<file path="config.mk">
export PLATFORM = sky130hd
export DESIGN_NAME = crc_checked_sensor_frame_decoder_flat
export DESIGN_NICKNAME = d
export VERILOG_FILES = /design/src/hw/rtl/cfd_pkg.sv /design/src/hw/rtl/cfd_if.sv /design/src/hw/rtl/cfd_conv.sv /design/src/hw/rtl/crc_checked_sensor_frame_decoder.sv /design/src/flat_wrapper.sv
export VERILOG_INCLUDE_DIRS = /design/src /design/src/hw/rtl
export SDC_FILE = /design/constraint.sdc
export NUM_CORES = 1
export LEC_CHECK = 0
export ABC_CLOCK_PERIOD_IN_PS = 9500
export BUFFER_PORTS_ARGS = -buffer_cell sky130_fd_sc_hd__buf_2
export CORE_UTILIZATION = 63
export CTS_CLUSTER_SIZE = 25
export DETAILED_ROUTE_END_ITERATION = 6
export GPL_ROUTABILITY_DRIVEN = 0
export PLACE_DENSITY = 0.82
export SYNTH_ARGS = -nofsm -noshare
export SYNTH_HDL_FRONTEND = slang
export SYNTH_SLANG_ARGS = --single-unit
</file>
<file path="constraint.sdc">
create_clock -name i_clk -period 9.5 [get_ports i_clk]
set_input_delay 0 -clock i_clk [delete_from_list [all_inputs] [get_ports i_clk]]
set_output_delay 0 -clock i_clk [all_outputs]
set_load 0.005 [all_outputs]
</file>
<file path="src/hw/rtl/crc_checked_sensor_frame_decoder_defines.svh">
// assertion macros for the frame decoder rtl
`ifndef CRC_CHECKED_SENSOR_FRAME_DECODER_DEFINES_SVH
`define CRC_CHECKED_SENSOR_FRAME_DECODER_DEFINES_SVH

// same-cycle implication, checked out of reset
`define CFD_ASSERT_NOW(lbl, clk, rst_n, ante, cons, msg) \
    lbl: assert property (@(posedge clk) disable iff (!rst_n) (ante) |-> (cons)) \
        else $error(msg);

// next-cycle implication, checked out of reset
`define CFD_ASSERT_NEXT(lbl, clk, rst_n, ante, cons, msg) \
    lbl: assert property (@(posedge clk) disable iff (!rst_n) (ante) |=> (cons)) \
        else $error(msg);

`endif

</file>
<file path="src/hw/rtl/cfd_pkg.sv">
// types, codes and the crc-8 step for the sensor frame decoder
`timescale 1ns / 1ps
`default_nettype none

package cfd_pkg;

    localparam int unsigned BYTE_W   = 8;
    localparam int unsigned WORD_W   = 16;
    localparam int unsigned TEMP_W   = 15;
    localparam int unsigned HUM_W    = 14;
    localparam int unsigned SERIAL_W = 32;
    localparam int unsigned STATUS_W = 2;

    localparam logic [BYTE_W-1:0] CRC_POLY = 8'h31;
    localparam logic [BYTE_W-1:0] CRC_INIT = 8'hFF;

    // scale factors and offsets, all in hundredths
    localparam logic [14:0] TEMP_SCALE  = 15'd17500;
    localparam logic [13:0] HUM_SCALE   = 14'd12500;
    localparam logic [TEMP_W-1:0] TEMP_OFFSET = 15'd4500;
    localparam logic [HUM_W-1:0]  HUM_OFFSET  = 14'd600;
    localparam logic [HUM_W-1:0]  HUM_MAX     = 14'd10000;

    typedef enum logic [STATUS_W-1:0] {
        ST_OK    = 2'd0,
        ST_CRC_A = 2'd1,
        ST_CRC_B = 2'd2
    } t_status;

    typedef enum logic {
        KIND_MEAS   = 1'b0,
        KIND_SERIAL = 1'b1
    } t_frame_kind;

    // byte position within the six-byte frame
    typedef enum logic [5:0] {
        POS_A_HI  = 6'b000001,
        POS_A_LO  = 6'b000010,
        POS_A_CRC = 6'b000100,
        POS_B_HI  = 6'b001000,
        POS_B_LO  = 6'b010000,
        POS_B_CRC = 6'b100000
    } t_pos;

    typedef struct packed {
        logic [TEMP_W-1:0] temperature_centi;
        logic [HUM_W-1:0]  humidity_centi;
    } t_meas;

    // one byte through crc-8, msb first, no reflection
    function automatic logic [BYTE_W-1:0] crc8_step(
        input logic [BYTE_W-1:0] crc,
        input logic [BYTE_W-1:0] data
    );
        logic [BYTE_W-1:0] c;
        c = crc ^ data;
        for (int i = 0; i < BYTE_W; i++) begin
            if (c[BYTE_W-1]) begin
                c = {c[BYTE_W-2:0], 1'b0} ^ CRC_POLY;
            end else begin
                c = {c[BYTE_W-2:0], 1'b0};
            end
        end
        return c;
    endfunction

endpackage

`default_nettype wire

</file>
<file path="src/hw/rtl/cfd_if.sv">
// valid/ready channels of the sensor frame decoder
`timescale 1ns / 1ps
`default_nettype none

interface cfd_byte_if;
    logic                  valid;
    logic                  ready;
    logic [cfd_pkg::BYTE_W-1:0] rx_byte;

    modport source (output valid, output rx_byte, input ready);
    modport sink   (input valid, input rx_byte, output ready);
endinterface

interface cfd_res_if;
    logic                         valid;
    logic                         ready;
    logic [cfd_pkg::STATUS_W-1:0] status;
    logic signed [cfd_pkg::TEMP_W-1:0] temperature_centi;
    logic [cfd_pkg::HUM_W-1:0]    humidity_centi;
    logic [cfd_pkg::SERIAL_W-1:0] serial_number;

    modport source (output valid, output status, output temperature_centi,
                    output humidity_centi, output serial_number, input ready);
    modport sink   (input valid, input status, input temperature_centi,
                    input humidity_centi, input serial_number, output ready);
endinterface

interface cfd_cfg_if;
    logic valid;
    logic ready;
    logic frame_kind;

    modport source (output valid, output frame_kind, input ready);
    modport sink   (input valid, input frame_kind, output ready);
endinterface

`default_nettype wire

</file>
<file path="src/hw/rtl/cfd_conv.sv">
// raw words to centi-degrees and centi-percent
`timescale 1ns / 1ps
`default_nettype none

module cfd_conv (
    input  wire logic [cfd_pkg::WORD_W-1:0] i_temp_raw,
    input  wire logic [cfd_pkg::WORD_W-1:0] i_hum_raw,
    output cfd_pkg::t_meas                  o_meas
);
    import cfd_pkg::*;

    logic [30:0]       temp_prod;
    logic [29:0]       hum_prod;
    logic [31:0]       temp_fold;
    logic [31:0]       hum_fold;
    logic [TEMP_W-1:0] temp_q;
    logic [HUM_W-1:0]  hum_q;

    // x / 65535 == (x + (x >> 16) + 1) >> 16 for these ranges
    always_comb begin
        temp_prod = 31'(TEMP_SCALE * i_temp_raw);
        hum_prod  = 30'(HUM_SCALE * i_hum_raw);
        temp_fold = 32'(temp_prod) + 32'(temp_prod[30:16]) + 32'd1;
        hum_fold  = 32'(hum_prod) + 32'(hum_prod[29:16]) + 32'd1;
        temp_q    = temp_fold[16 +: TEMP_W];
        hum_q     = hum_fold[16 +: HUM_W];

        o_meas.temperature_centi = temp_q - TEMP_OFFSET;
        if (hum_q < HUM_OFFSET) begin
            o_meas.humidity_centi = '0;
        end else if (hum_q - HUM_OFFSET > HUM_MAX) begin
            o_meas.humidity_centi = HUM_MAX;
        end else begin
            o_meas.humidity_centi = hum_q - HUM_OFFSET;
        end
    end

endmodule

`default_nettype wire

</file>
<file path="src/hw/rtl/crc_checked_sensor_frame_decoder.sv">
// top level: six-byte sensor response frame decoder with crc-8 checks
`timescale 1ns / 1ps
`default_nettype none

// Takes one response byte per request on i_rx, in frame order: word A high,
// word A low, crc of A, word B high, word B low, crc of B. Each crc is crc-8,
// polynomial 0x31, start 0xff, over the two bytes of its word. The sixth byte
// gives one request on o_res: status (ok, A crc bad, B crc bad; A wins when
// both fail) and, when ok, either temperature and humidity in hundredths
// (frame_kind 0) or the 32-bit serial number A:B (frame_kind 1); fields not
// in use are zero. A byte can be taken every cycle while o_res is not
// stalled, sustained one byte per cycle. A byte is registered in the input
// register, then the frame logic (crc step, word capture, constant multiply
// and 16-bit fold for the divide by 65535) fills the result register, so a
// result is valid once its sixth byte has passed the input register and the frame logic. The
// result register waits for o_res.ready; meanwhile one more byte is held in
// the input register. A frame_kind write is held off while a byte sits in
// the input register, so it applies to every byte taken from then on; it is
// read when the sixth byte is processed, and may change within a frame.
// There is no framing input: reset realigns to the start of a frame.

`include "crc_checked_sensor_frame_decoder_defines.svh"

module crc_checked_sensor_frame_decoder (
    input  wire logic i_clk,
    input  wire logic i_rst_n,
    cfd_byte_if.sink  i_rx,
    cfd_cfg_if.sink   i_cfg,
    cfd_res_if.source o_res
);
    import cfd_pkg::*;

    // input register
    logic               r_in_valid;
    logic [BYTE_W-1:0]  r_in_byte;

    // frame state
    t_pos               r_pos, n_pos;
    logic [BYTE_W-1:0]  r_crc, n_crc;
    logic               r_a_ok, n_a_ok;
    logic [WORD_W-1:0]  r_word_a, n_word_a;
    logic [WORD_W-1:0]  r_word_b, n_word_b;
    t_frame_kind        r_frame_kind;

    // result register
    logic               r_res_valid;
    t_status            r_status, n_status;
    logic [TEMP_W-1:0]  r_temp, n_temp;
    logic [HUM_W-1:0]   r_hum, n_hum;
    logic [SERIAL_W-1:0] r_serial, n_serial;

    logic               advance;
    logic               in_accept;
    logic               step;
    logic               frame_done;
    logic [BYTE_W-1:0]  crc_next;
    t_meas              meas;

    // pipeline moves when the result register is free or being emptied
    assign advance     = !r_res_valid || o_res.ready;
    assign i_rx.ready  = !r_in_valid || advance;
    assign in_accept   = i_rx.valid && i_rx.ready;
    assign step        = r_in_valid && advance;
    assign frame_done  = step && (r_pos == POS_B_CRC);
    // no mode change while a taken byte is still unprocessed
    assign i_cfg.ready = !r_in_valid;

    // crc start value on the first byte of each word
    assign crc_next = crc8_step(
        ((r_pos == POS_A_HI) || (r_pos == POS_B_HI)) ? CRC_INIT : r_crc, r_in_byte);

    cfd_conv u_conv (
        .i_temp_raw (r_word_a),
        .i_hum_raw  (r_word_b),
        .o_meas     (meas)
    );

    // frame sequencing, crc and word capture
    always_comb begin
        n_pos    = r_pos;
        n_crc    = r_crc;
        n_a_ok   = r_a_ok;
        n_word_a = r_word_a;
        n_word_b = r_word_b;
        if (step) begin
            unique case (r_pos)
                POS_A_HI: begin
                    n_crc    = crc_next;
                    n_word_a = {r_in_byte, r_word_a[BYTE_W-1:0]};
                    n_pos    = POS_A_LO;
                end
                POS_A_LO: begin
                    n_crc    = crc_next;
                    n_word_a = {r_word_a[WORD_W-1:BYTE_W], r_in_byte};
                    n_pos    = POS_A_CRC;
                end
                POS_A_CRC: begin
                    n_a_ok = (r_crc == r_in_byte);
                    n_crc  = CRC_INIT;
                    n_pos  = POS_B_HI;
                end
                POS_B_HI: begin
                    n_crc    = crc_next;
                    n_word_b = {r_in_byte, r_word_b[BYTE_W-1:0]};
                    n_pos    = POS_B_LO;
                end
                POS_B_LO: begin
                    n_crc    = crc_next;
                    n_word_b = {r_word_b[WORD_W-1:BYTE_W], r_in_byte};
                    n_pos    = POS_B_CRC;
                end
                POS_B_CRC: begin
                    n_a_ok = 1'b0;
                    n_crc  = CRC_INIT;
                    n_pos  = POS_A_HI;
                end
                default: begin
                    n_pos = POS_A_HI;
                end
            endcase
        end
    end

    // result of the sixth byte
    always_comb begin
        n_temp   = '0;
        n_hum    = '0;
        n_serial = '0;
        priority if (!r_a_ok) begin
            n_status = ST_CRC_A;
        end else if (r_crc != r_in_byte) begin
            n_status = ST_CRC_B;
        end else begin
            n_status = ST_OK;
        end
        if (n_status == ST_OK) begin
            if (r_frame_kind == KIND_MEAS) begin
                n_temp = meas.temperature_centi;
                n_hum  = meas.humidity_centi;
            end else begin
                n_serial = {r_word_a, r_word_b};
            end
        end
    end

    // control state
    always_ff @(posedge i_clk) begin
        if (!i_rst_n) begin
            r_in_valid   <= 1'b0;
            r_res_valid  <= 1'b0;
            r_pos        <= POS_A_HI;
            r_crc        <= CRC_INIT;
            r_a_ok       <= 1'b0;
            r_frame_kind <= KIND_MEAS;
        end else begin
            if (in_accept) begin
                r_in_valid <= 1'b1;
            end else if (advance) begin
                r_in_valid <= 1'b0;
            end
            if (frame_done) begin
                r_res_valid <= 1'b1;
            end else if (o_res.ready) begin
                r_res_valid <= 1'b0;
            end
            r_pos  <= n_pos;
            r_crc  <= n_crc;
            r_a_ok <= n_a_ok;
            if (i_cfg.valid && i_cfg.ready) begin
                r_frame_kind <= t_frame_kind'(i_cfg.frame_kind);
            end
        end
    end

    // payload
    always_ff @(posedge i_clk) begin
        if (in_accept) begin
            r_in_byte <= i_rx.rx_byte;
        end
        r_word_a <= n_word_a;
        r_word_b <= n_word_b;
        if (frame_done) begin
            r_status <= n_status;
            r_temp   <= n_temp;
            r_hum    <= n_hum;
            r_serial <= n_serial;
        end
    end

    assign o_res.valid             = r_res_valid;
    assign o_res.status            = r_status;
    assign o_res.temperature_centi = r_temp;
    assign o_res.humidity_centi    = r_hum;
    assign o_res.serial_number     = r_serial;

    `CFD_ASSERT_NEXT(a_done_gives_result, i_clk, i_rst_n, frame_done, r_res_valid,
        "frame end without result")
    `CFD_ASSERT_NEXT(a_done_restarts_crc, i_clk, i_rst_n, frame_done,
        (r_crc == CRC_INIT) && (r_pos == POS_A_HI) && !r_a_ok, "frame state not cleared")
    `CFD_ASSERT_NOW(a_bad_crc_zero_fields, i_clk, i_rst_n, r_res_valid && (r_status != ST_OK),
        (r_temp == '0) && (r_hum == '0) && (r_serial == '0), "fields set on crc error")
    `CFD_ASSERT_NOW(a_no_step_on_stall, i_clk, i_rst_n, r_res_valid && !o_res.ready, !step,
        "frame advanced into full result")

endmodule

`default_nettype wire
</file>
<file path="src/flat_wrapper.sv">
// flat-port wrapper written by rule: the top's interface ports become plain ports
module crc_checked_sensor_frame_decoder_flat import cfd_pkg::*;
  (i_clk, i_rst_n, i_rx_valid, i_rx_rx_byte, i_rx_ready, i_cfg_valid, i_cfg_frame_kind, i_cfg_ready, o_res_valid, o_res_status, o_res_temperature_centi, o_res_humidity_centi, o_res_serial_number, o_res_ready);
  cfd_byte_if i_rx_i ();
  cfd_cfg_if i_cfg_i ();
  cfd_res_if o_res_i ();
  input  wire logic i_clk;
  input  wire logic i_rst_n;
  input wire logic [$bits(i_rx_i.valid)-1:0] i_rx_valid;
  input wire logic [$bits(i_rx_i.rx_byte)-1:0] i_rx_rx_byte;
  output wire logic [$bits(i_rx_i.ready)-1:0] i_rx_ready;
  input wire logic [$bits(i_cfg_i.valid)-1:0] i_cfg_valid;
  input wire logic [$bits(i_cfg_i.frame_kind)-1:0] i_cfg_frame_kind;
  output wire logic [$bits(i_cfg_i.ready)-1:0] i_cfg_ready;
  output wire logic [$bits(o_res_i.valid)-1:0] o_res_valid;
  output wire logic [$bits(o_res_i.status)-1:0] o_res_status;
  output wire logic [$bits(o_res_i.temperature_centi)-1:0] o_res_temperature_centi;
  output wire logic [$bits(o_res_i.humidity_centi)-1:0] o_res_humidity_centi;
  output wire logic [$bits(o_res_i.serial_number)-1:0] o_res_serial_number;
  input wire logic [$bits(o_res_i.ready)-1:0] o_res_ready;
  assign i_rx_i.valid = i_rx_valid;
  assign i_rx_i.rx_byte = i_rx_rx_byte;
  assign i_rx_ready = i_rx_i.ready;
  assign i_cfg_i.valid = i_cfg_valid;
  assign i_cfg_i.frame_kind = i_cfg_frame_kind;
  assign i_cfg_ready = i_cfg_i.ready;
  assign o_res_valid = o_res_i.valid;
  assign o_res_status = o_res_i.status;
  assign o_res_temperature_centi = o_res_i.temperature_centi;
  assign o_res_humidity_centi = o_res_i.humidity_centi;
  assign o_res_serial_number = o_res_i.serial_number;
  assign o_res_i.ready = o_res_ready;
  crc_checked_sensor_frame_decoder u_core (.i_clk(i_clk), .i_rst_n(i_rst_n), .i_rx(i_rx_i), .i_cfg(i_cfg_i), .o_res(o_res_i));
endmodule
</file>
==> results of run 1 <==
## layer usage
layer / track usage (%) / up-vias / wire length (um)
li1: - / 4750 / -
met1: 39.9 / 4826 / 13500
met2: 50.6 / 448 / 14500
met3: 4.38 / 90 / 2130
met4: 11.9 / 0 / 1040
met5: 0 / - / 0
## worst reg2reg max path, delay by kind of cell (launching register included)
kind | cells | cell delay (ns)
fa+ha+maj | 8 | 3.13
compound gates | 15 | 3.24
simple gates | 5 | 1.24
flops | 1 | 0.52
xor+xnor | 1 | 0.24
buf+inv | 5 | 0.42
## state kept, by name, summed over array words and instances, names as in the netlist
name,flops
u_core.o_res.valid,1
u_core.o_res.humidity_centi,14
u_core.r_in_valid,1
u_core.o_res.temperature_centi,15
u_core.r_crc,8
u_core.r_pos,6
u_core.r_word_a,16
u_core.r_in_byte,8
u_core.r_word_b,16
u_core.o_res.status,2
u_core.r_a_ok,1
u_core.o_res.serial_number,32
u_core.r_frame_kind,1
## final cells by class
type	count	area share, %
inverter	255	6.58
timing repair buffer	98	3.96
tap	270	2.32
multi-input combinational	941	59.3
clock buffer	18	2.95
sequential	121	23.7
clock inverter	14	1.13
## path summary, 6_finish.rpt
check,endpoint,depth (start not counted),slack (ns),start
hold reg to reg,u_core.o_res.status[0],1,0.54,u_core.r_a_ok
setup reg to reg,u_core.o_res.temperature_centi[14],34,0.55,u_core.r_word_a[14]
hold / removal,u_core.r_in_byte[0],2,0.27,i_rx_rx_byte[0]
setup / recovery,u_core.o_res.temperature_centi[14],34,0.55,u_core.r_word_a[14]
## power groups by stage
stage | clock [uW] | sequential (uW) | combinational (uW)
global route | 693 | 599 | 797
detailed placement | 0 | 609 | 686
finish | 672 | 599 | 723
CTS | 668 | 598 | 707
global placement | 0 | 608 | 664
floorplan | 0 | 600 | 549
## through the flow
step	instances	hold slack (ns)	utilization (%)	worst slack [ns]	total power [uW]
floorplan	1338	0.0989	-	1.44	1150
global placement	1670	0.178	68.0	0.835	1270
detailed placement	1670	0.179	68.0	0.693	1290
CTS	1717	0.272	71.6	0.521	1970
global route	1717	0.274	71.7	0.0463	2090
finish	1717	0.271	71.7	0.551	1990
## kinds of logic (layout without fill, tap and decap cells)
family                     count (synthesis)  after routing  share of synthesized area [%]
adders and majority gates                315            315                           34.9
DFF                                      121            121                           26.3
and+or+nand+nor                          304            304                           12.1
buffers and inverters                    276            385                           7.90
AOI/OAI and AO/OA                        214            214                           11.3
muxes                                      5              5                          0.382
xor gates and xnor gates                 103            103                           6.99
## what timing repair did
action | in CTS | in global routing
gates resized for setup | 0 | 3
setup endpoints to repair | 0 | 2
hold buffers | 15 | 0
endpoints found under the hold margin | 18 | 0
## cells in the final DEF, fill, tap and decap left out, types with 6 or more instances in the layout
master	Yosys	final
o21bai_1	7	7
or2_2	9	9
and3_1	16	16
xor2_1	39	38
and2_1	52	52
or3_1	7	7
nand3_1	17	17
nor4_1	6	6
inv_1	253	253
nand2b_1	10	10
o22ai_1	6	6
nor2_1	59	59
clkbuf_16	0	17
edfxtp_1	103	103
o31ai_1	6	6
fa_1	85	85
dfxtp_1	18	18
nand3b_1	6	6
nor2b_1	12	12
a31o_2	8	8
a21o_1	25	25
nand2_1	64	63
a21oi_1	52	52
buf_2	0	79
o211ai_1	15	15
ha_1	229	229
o21ai_0	32	32
o21a_1	12	12
nor3_1	28	28
xnor2_1	63	63
dlygate4sd3_1	0	15
==> results.cfg, run 1 <==
[pwr]
power_frac_seq_pct = 30.0
internal_power_uw = 1280
peakVddDrop_mv = 0.116
combPwrFrac_pct = 36.3
cellPowerDensity_nw_per_um2 = 137
power_frac_clock_pct = 33.7
switching_share_pct = 35.8
cellLeakagePower_uw = 0.00700
switching_power_uw = 714

[finish]
drive_above_1_share_pct = 9.81
n_antenna_cell = 0
seqCellArea_um2 = 3450
area_growth_pct = 11.0
stdcell_area_um2 = 14600
nets = 1762
multiInputGateArea_um2 = 8630
fillers = 1444

[logic_synthesis]
synth_top_cell_area_share_pct = 23.6
yosysWarningCount = 0
seq_area_frac_synth_pct = 26.3
synth_top_area_cell = edfxtp_1
synth_most_common_cell = inv_1
synth_nets = 1666
synthFlopType = edfxtp_1
async_flop_share_pct = 0
synthTopCellsByCount = inv_1 (253), ha_1 (229), edfxtp_1 (103), fa_1 (85), nand2_1 (64)
syn_area_um2 = 13100
synthCells = 1338
synthTopCellsByArea = edfxtp_1 (24%), ha_1 (22%), fa_1 (13%)
synth_edf_count = 103
synth_cell_type_count = 71
syn-mean-instance-area_um2 = 9.80
ys_seq_elements = 121

[critical_path]
cpMaxStageDelayCell = fa_1
crit_arrival_ns = 9.20
crit_path_frequent_cell = ha_1
path_class = flip-flop to flip-flop
endpoint_kind = flip-flop
cp.buffers_inverters = 5
critical-path-top-delay-family = compound AO/OA/AOI/OAI gates
cp.required_ns = 9.75
critPathMaxStageDelay_ns = 0.53
cp-start-kind = flip-flop
crit_fanout = 8

[timing]
post-route-period-util_pct = 94.2
setup_viol = 0
period_needed_ns = 8.95
worstMarginPinSlew_ns = 0.979
finClkSkew_ns = 0.0145
fmax_mhz = 112
hold_viol = 0
drv_slew = 0
fin_tns_setup_ns = 0
max_slew_margin_pct = 34.5
rsz0062_at_grt = no

[clock_tree]
clock_sinks = 121
numCtsBuffers = 17
clk_pin_slew_ns = 0.06
h-tree-depth = 4
cts_tree = yes
clock_path_buffers = 2
clkLatencyLatePin_ns = 0.44
cts_setup_buffers = 0
cts-root-buf = clkbuf_16

[floorplanning]
start_util_pct = 64.6
core_area_um2 = 20300
die_area_um2 = 21400
dieWidth_um = 146
rows = 52
die_h_um = 146
ioPinCount = 80

[detailed_routing]
drc = 0
wl_per_cell_um = 18.2
via_per_inst = 5.89
first_pass_iters = 5
finalWirelength_mm = 31.2
ant_nets = 0
dr.first_iter.drc_count = 833
via_count = 10100

[global_route]
grt.total_usage_pct = 30.3
grt_pass1_vias = 10400
gr-total-overflow = 0
grt_max_degree = 42
antenna_found_initial = 0
grt_first_pass_wirelength_mm = 51.3

[job]
maxCapViolCount = 0

[placement]
place_area_um2 = 13800
io_buffer_count = 79
dp.final_hpwl_mm = 23.9

[outcome]
status = completed

[worst_hold_path]
worstHoldPathType = input pin to flip-flop
Note: power is estimated with default switching activity, not from simulation.
==> run 2: changes to the inputs <==
--- a/config.mk
+++ b/config.mk
@@ -8,11 +8,12 @@
 export LEC_CHECK = 0
 export ABC_CLOCK_PERIOD_IN_PS = 9500
 export BUFFER_PORTS_ARGS = -buffer_cell sky130_fd_sc_hd__buf_2
-export CORE_UTILIZATION = 63
+export CORE_UTILIZATION = 64
 export CTS_CLUSTER_SIZE = 25
 export DETAILED_ROUTE_END_ITERATION = 6
 export GPL_ROUTABILITY_DRIVEN = 0
-export PLACE_DENSITY = 0.82
+export PLACE_DENSITY = 0.83
 export SYNTH_ARGS = -nofsm -noshare
 export SYNTH_HDL_FRONTEND = slang
+export SYNTH_HIERARCHICAL = 1
 export SYNTH_SLANG_ARGS = --single-unit
==> results.cfg, run 2 <==
[outcome]
status = completed

[logic_synthesis]
synthTopCellsByCount = inv_1 (267), ha_1 (231), edfxtp_1 (103), fa_1 (85), xnor2_1 (79)
synthCells = 1496
ys_seq_elements = 121
synth_nets = 1826
yosysWarningCount = 6
synth_most_common_cell = inv_1
synth_top_cell_area_share_pct = 21.6
synth_edf_count = 103
async_flop_share_pct = 0
synthTopCellsByArea = edfxtp_1 (22%), ha_1 (20%), fa_1 (12%)
syn_area_um2 = 14300
syn-mean-instance-area_um2 = 9.57
synth_cell_type_count = 94
seq_area_frac_synth_pct = 24.1
synthFlopType = edfxtp_1
synth_top_area_cell = edfxtp_1

[timing]
fin_tns_setup_ns = 0
hold_viol = 0
setup_viol = 0
period_needed_ns = 9.02
fin_ws_ns = 0.475
rsz0062_at_grt = no
whs_ns = 0.286
finClkSkew_ns = 0.0133
fmax_mhz = 111
worstMarginPinSlew_ns = 1.01
drv_slew = 0
post-route-period-util_pct = 95.0
max_slew_margin_pct = 32.6

[global_route]
antenna_found_initial = 0
grt_pass1_vias = 11300
grt.total_usage_pct = 30.7
grt_first_pass_wirelength_mm = 54.8
grt_max_degree = 52
gr-total-overflow = 0

[detailed_routing]
wl_per_cell_um = 18.0
drc = 0
routed-wl-met3_mm = 1.86
wl_met1_mm = 14.2
highest_layer = met4
finalWirelength_mm = 33.7
via_per_inst = 5.97
via_count = 11200
first_pass_iters = 5
wl_met2_mm = 16.6
ant_nets = 0
dr.first_iter.drc_count = 600

[clock_tree]
clk_pin_slew_ns = 0.06
numCtsBuffers = 17
h-tree-depth = 4
clkLatencyLatePin_ns = 0.42
cts_tree = yes
clock_sinks = 121
cts_setup_buffers = 0
clock_path_buffers = 2
cts-root-buf = clkbuf_16

[placement]
dp.final_hpwl_mm = 25.5
pre_cts_ws_ns = 0.0373
io_buffer_count = 79

[finish]
final_cell_mix = inv_1 (267), ha_1 (231), edfxtp_1 (103)
n_antenna_cell = 0
drive_above_1_share_pct = 10.4
area_growth_pct = 10.6
mostFrequentLayoutCell = inv_1
largest_reg_flops = 32
nets = 1907
post-route-util_pct = 72.3

[floorplanning]
start_util_pct = 65.4
die_h_um = 152
ioPinCount = 80
dieWidth_um = 152
core_area_um2 = 21900
rows = 54
die_area_um2 = 23000

[critical_path]
crit_arrival_ns = 9.20
cp.buffers_inverters = 5
endpoint_kind = flip-flop
critical-path-top-delay-family = adder cells
r2r_setup_slack_ns = 0.48
critPathMaxStageDelay_ns = 0.58
cp-start-kind = flip-flop
cpMaxStageDelayCell = a2111o_2
cp.required_ns = 9.67
path_class = flip-flop to flip-flop
crit_fanout = 11

[pwr]
internal_power_uw = 1560
cellPowerDensity_nw_per_um2 = 159
power_frac_clock_pct = 28.3
switching_power_uw = 961
power_frac_seq_pct = 24.0
switching_share_pct = 38.1
cellLeakagePower_uw = 0.00755
peakVddDrop_mv = 0.154
combPwrFrac_pct = 47.7

[job]
maxCapViolCount = 0

[worst_hold_path]
worstHoldPathType = input pin to flip-flop
[run 2: what timing repair did]
action / 4_1_cts / 5_1_grt
gates resized for setup: 0 / 15
hold endpoints to repair: 19 / 0
endpoints found under the setup margin: 0 / 14
hold buffers: 16 / 0
[run 2: cells by family (layout without fill, tap and decap cells)]
kind of cell / count (synthesis) / in the layout / synth area share [%]
adders and majority gates: 317 / 317 / 32.2
DFF: 121 / 121 / 24.1
AOI/OAI and AO/OA: 271 / 271 / 13.3
and+or+nand+nor: 361 / 361 / 14.4
xor gates and xnor gates: 116 / 116 / 7.54
muxes: 2 / 2 / 0.140
buffers and inverters: 308 / 402 / 8.29
[run 2: area by class of cell]
class / count / area [um^2]
Clock buffer: 18 / 429
Tap cell: 280 / 350
Fill cell: 1584 / 6070
Clock inverter: 14 / 211
Multi-Input combinational cell: 1067 / 9760
Sequential cell: 121 / 3450
Timing Repair Buffer: 103 / 616
Inverter: 267 / 1000
[run 2: path summary, 6_finish.rpt]
| kind | startpoint | endpoint | depth (start not counted) |
|---|---|---|---|
| worst max-delay path | u_core/r_word_b[12] | u_core/o_res.humidity_centi[7] | 34 |
| worst min-delay path | i_rx_rx_byte[4] | u_core/r_in_byte[4] | 2 |
| worst max register to register | u_core/r_word_b[12] | u_core/o_res.humidity_centi[7] | 34 |
| worst min register to register | u_core/r_a_ok | u_core/r_a_ok | 2 |
[run 2: stage by stage]
stage	instance area, um^2	power [uW]	instances
after floorplan	14300	1540	1496
after detailed placement	14900	1750	1822
after global routing	15800	2670	1870
after CTS	15700	2500	1870
after global placement	14900	1710	1822
final	15800	2520	1870
[run 2: power groups by stage]
stage,sequential (uW),clock (uW),combinational (uW)
floorplan,599,0,942
global placement,614,0,1100
detailed placement,614,0,1140
CTS,603,721,1180
global route,605,741,1320
finish,604,714,1200
[run 2: metal layers]
metal / track usage (%) / vias up
met2: 53.2 / 409
met3: 4.55 / 97
met1: 38.2 / 5348
li1: - / 5316
met4: 12.5 / 0
met5: 0 / -
==> run 3: changes to the inputs <==
--- a/config.mk
+++ b/config.mk
@@ -6,13 +6,13 @@
 export SDC_FILE = /design/constraint.sdc
 export NUM_CORES = 1
 export LEC_CHECK = 0
-export ABC_CLOCK_PERIOD_IN_PS = 9500
+export ABC_CLOCK_PERIOD_IN_PS = 7700
 export BUFFER_PORTS_ARGS = -buffer_cell sky130_fd_sc_hd__buf_2
-export CORE_UTILIZATION = 64
+export CORE_UTILIZATION = 58
 export CTS_CLUSTER_SIZE = 25
 export DETAILED_ROUTE_END_ITERATION = 6
 export GPL_ROUTABILITY_DRIVEN = 0
-export PLACE_DENSITY = 0.83
+export PLACE_DENSITY = 0.79
 export SYNTH_ARGS = -nofsm -noshare
 export SYNTH_HDL_FRONTEND = slang
 export SYNTH_HIERARCHICAL = 1
==> constraint.sdc (replaced) <==
create_clock -name i_clk -period 7.7 [get_ports i_clk]
set_input_delay 0 -clock i_clk [delete_from_list [all_inputs] [get_ports i_clk]]
set_output_delay 0 -clock i_clk [all_outputs]
set_load 0.005 [all_outputs]
==> results.cfg, run 3 (synthesis results as in run 2) <==
[pwr]
switching_power_uw = 1500
cellPowerDensity_nw_per_um2 = 197
cellLeakagePower_uw = 0.00902
internal_power_uw = 2280
power_frac_seq_pct = 19.7
power_frac_clock_pct = 22.9
combPwrFrac_pct = 57.4
peakVddDrop_mv = 0.212
switching_share_pct = 39.7

[finish]
area_growth_pct = 34.4
drive_above_1_share_pct = 33.2
stdcell_area_um2 = 19200
final_cell_mix = buf_4 (278), inv_1 (241), ha_1 (173)
fin_cells = 2196
mostFrequentLayoutCell = buf_4
largest_reg_flops = 32
nets = 2189
n_antenna_cell = 0
post-route-util_pct = 79.3

[critical_path]
rr_worst_depth = 36
cp.required_ns = 7.89
crit_arrival_ns = 8.63
crit_fanout = 7
critical-path-top-delay-family = compound AO/OA/AOI/OAI gates
r2r_setup_slack_ns = -0.74
r2r_end = u_core/o_res.humidity_centi[0]
cp.buffers_inverters = 6
cpMaxStageDelayCell = fa_1
path_class = flip-flop to flip-flop
cp-start-kind = flip-flop
endpoint_kind = flip-flop
crit_path_frequent_cell = ha_1
critPathMaxStageDelay_ns = 0.55
r2r-start = u_core/r_word_b[5]

[clock_tree]
h-tree-depth = 4
clock_sinks = 121
cts_tree = yes
clkLatencyLatePin_ns = 0.44
clock_path_buffers = 2
cts-root-buf = clkbuf_16
clk_pin_slew_ns = 0.07
numCtsBuffers = 17

[timing]
drv_slew = 0
hold_viol = 0
post-route-period-util_pct = 110
finClkSkew_ns = 0.0131
setup_viol = 20
fin_tns_setup_ns = -9.82
fin_ws_ns = -0.737
worstMarginPinSlew_ns = 1.15
fmax_mhz = 119
max_slew_margin_pct = 23.3
period_needed_ns = 8.44
rsz0062_at_grt = yes

[global_route]
grt.total_usage_pct = 33.3
antenna_found_initial = 0
grt_first_pass_wirelength_mm = 66.9
grt_max_degree = 52
grt_pass1_vias = 13500
gr-total-overflow = 0

[detailed_routing]
finalWirelength_mm = 47.1
drc = 1
via_count = 13500
via_per_inst = 6.14
ant_nets = 0
wl_per_cell_um = 21.5
first_pass_iters = 7
dr.first_iter.drc_count = 1128

[outcome]
status = complete, but fails checks
violations = design-rule violations, negative setup slack

[job]
maxCapViolCount = 0

[placement]
pre_cts_ws_ns = -0.625
io_buffer_count = 79
dp_cells = 2074
place_area_um2 = 16800
dp.final_hpwl_mm = 28.7

[floorplanning]
start_util_pct = 59.0
die_h_um = 159
dieWidth_um = 159
rows = 57
core_area_um2 = 24200
die_area_um2 = 25300
ioPinCount = 80

[worst_hold_path]
hold_depth = 2
hp-start = i_rx_rx_byte[0]
whs_endpoint = u_core/r_in_byte[0]
worstHoldPathType = input pin to flip-flop
==> run 3: repair_timing <==
item,CTS,global route
endpoints found under the setup margin,18,25
hold buffers,16,0
hold endpoints to repair,19,0
resized for setup,90,101
gates cloned,0,0
setup buffers,49,26
pin swaps,96,108
==> run 3: worst max-delay path by stage <==
stage | from | end | slack (ns) | cells after the start
after floorplan | u_core/r_word_b[8] | u_core/o_res.humidity_centi[6] | -0.15 | 35
after global placement | u_core/r_word_b[11] | u_core/o_res.humidity_centi[6] | -0.28 | 33
after detailed placement | u_core/r_word_b[12] | u_core/o_res.humidity_centi[6] | -0.63 | 33
after CTS | u_core/r_word_b[13] | u_core/o_res.humidity_centi[2] | -0.31 | 35
after global routing | u_core/r_word_b[5] | u_core/o_res.humidity_centi[0] | -0.98 | 36
final | u_core/r_word_b[5] | u_core/o_res.humidity_centi[0] | -0.74 | 36
==> run 3: final cells by class <==
cell class / count / area, um^2
Fill cell: 1306 / 5020
Tap cell: 324 / 405
Inverter: 267 / 1010
Timing Repair Buffer: 385 / 2780
Clock buffer: 17 / 425
Sequential cell: 121 / 3450
Multi-Input combinational cell: 1067 / 11000
Clock inverter: 15 / 190
==> run 3: power groups by stage <==
| stage | combinational [uW] | clock (uW) | sequential, uW |
|---|---|---|---|
| 2_1_floorplan | 1170 | 0 | 739 |
| 4_1_cts | 1830 | 860 | 743 |
| 3_3_place_gp | 1550 | 0 | 756 |
| 3_5_place_dp | 1620 | 0 | 757 |
| 6_report | 2170 | 867 | 746 |
| 5_1_grt | 2320 | 898 | 745 |
==> run 3: routing by layer <==
layer	GRT usage (%)	vias to the layer above	routed length, um
met5	0	-	0
met4	20.5	0	3470
met3	5.29	316	3690
met2	59.3	877	23000
met1	37.4	6400	17000
li1	-	5886	-
==> run 3: stage by stage <==
step / total power (uW) / hold slack [ns]
finish: 3780 / 0.266
global route: 3960 / 0.264
floorplan: 1910 / 0.0989
detailed placement: 2380 / 0.178
CTS: 3430 / 0.258
global placement: 2300 / 0.176
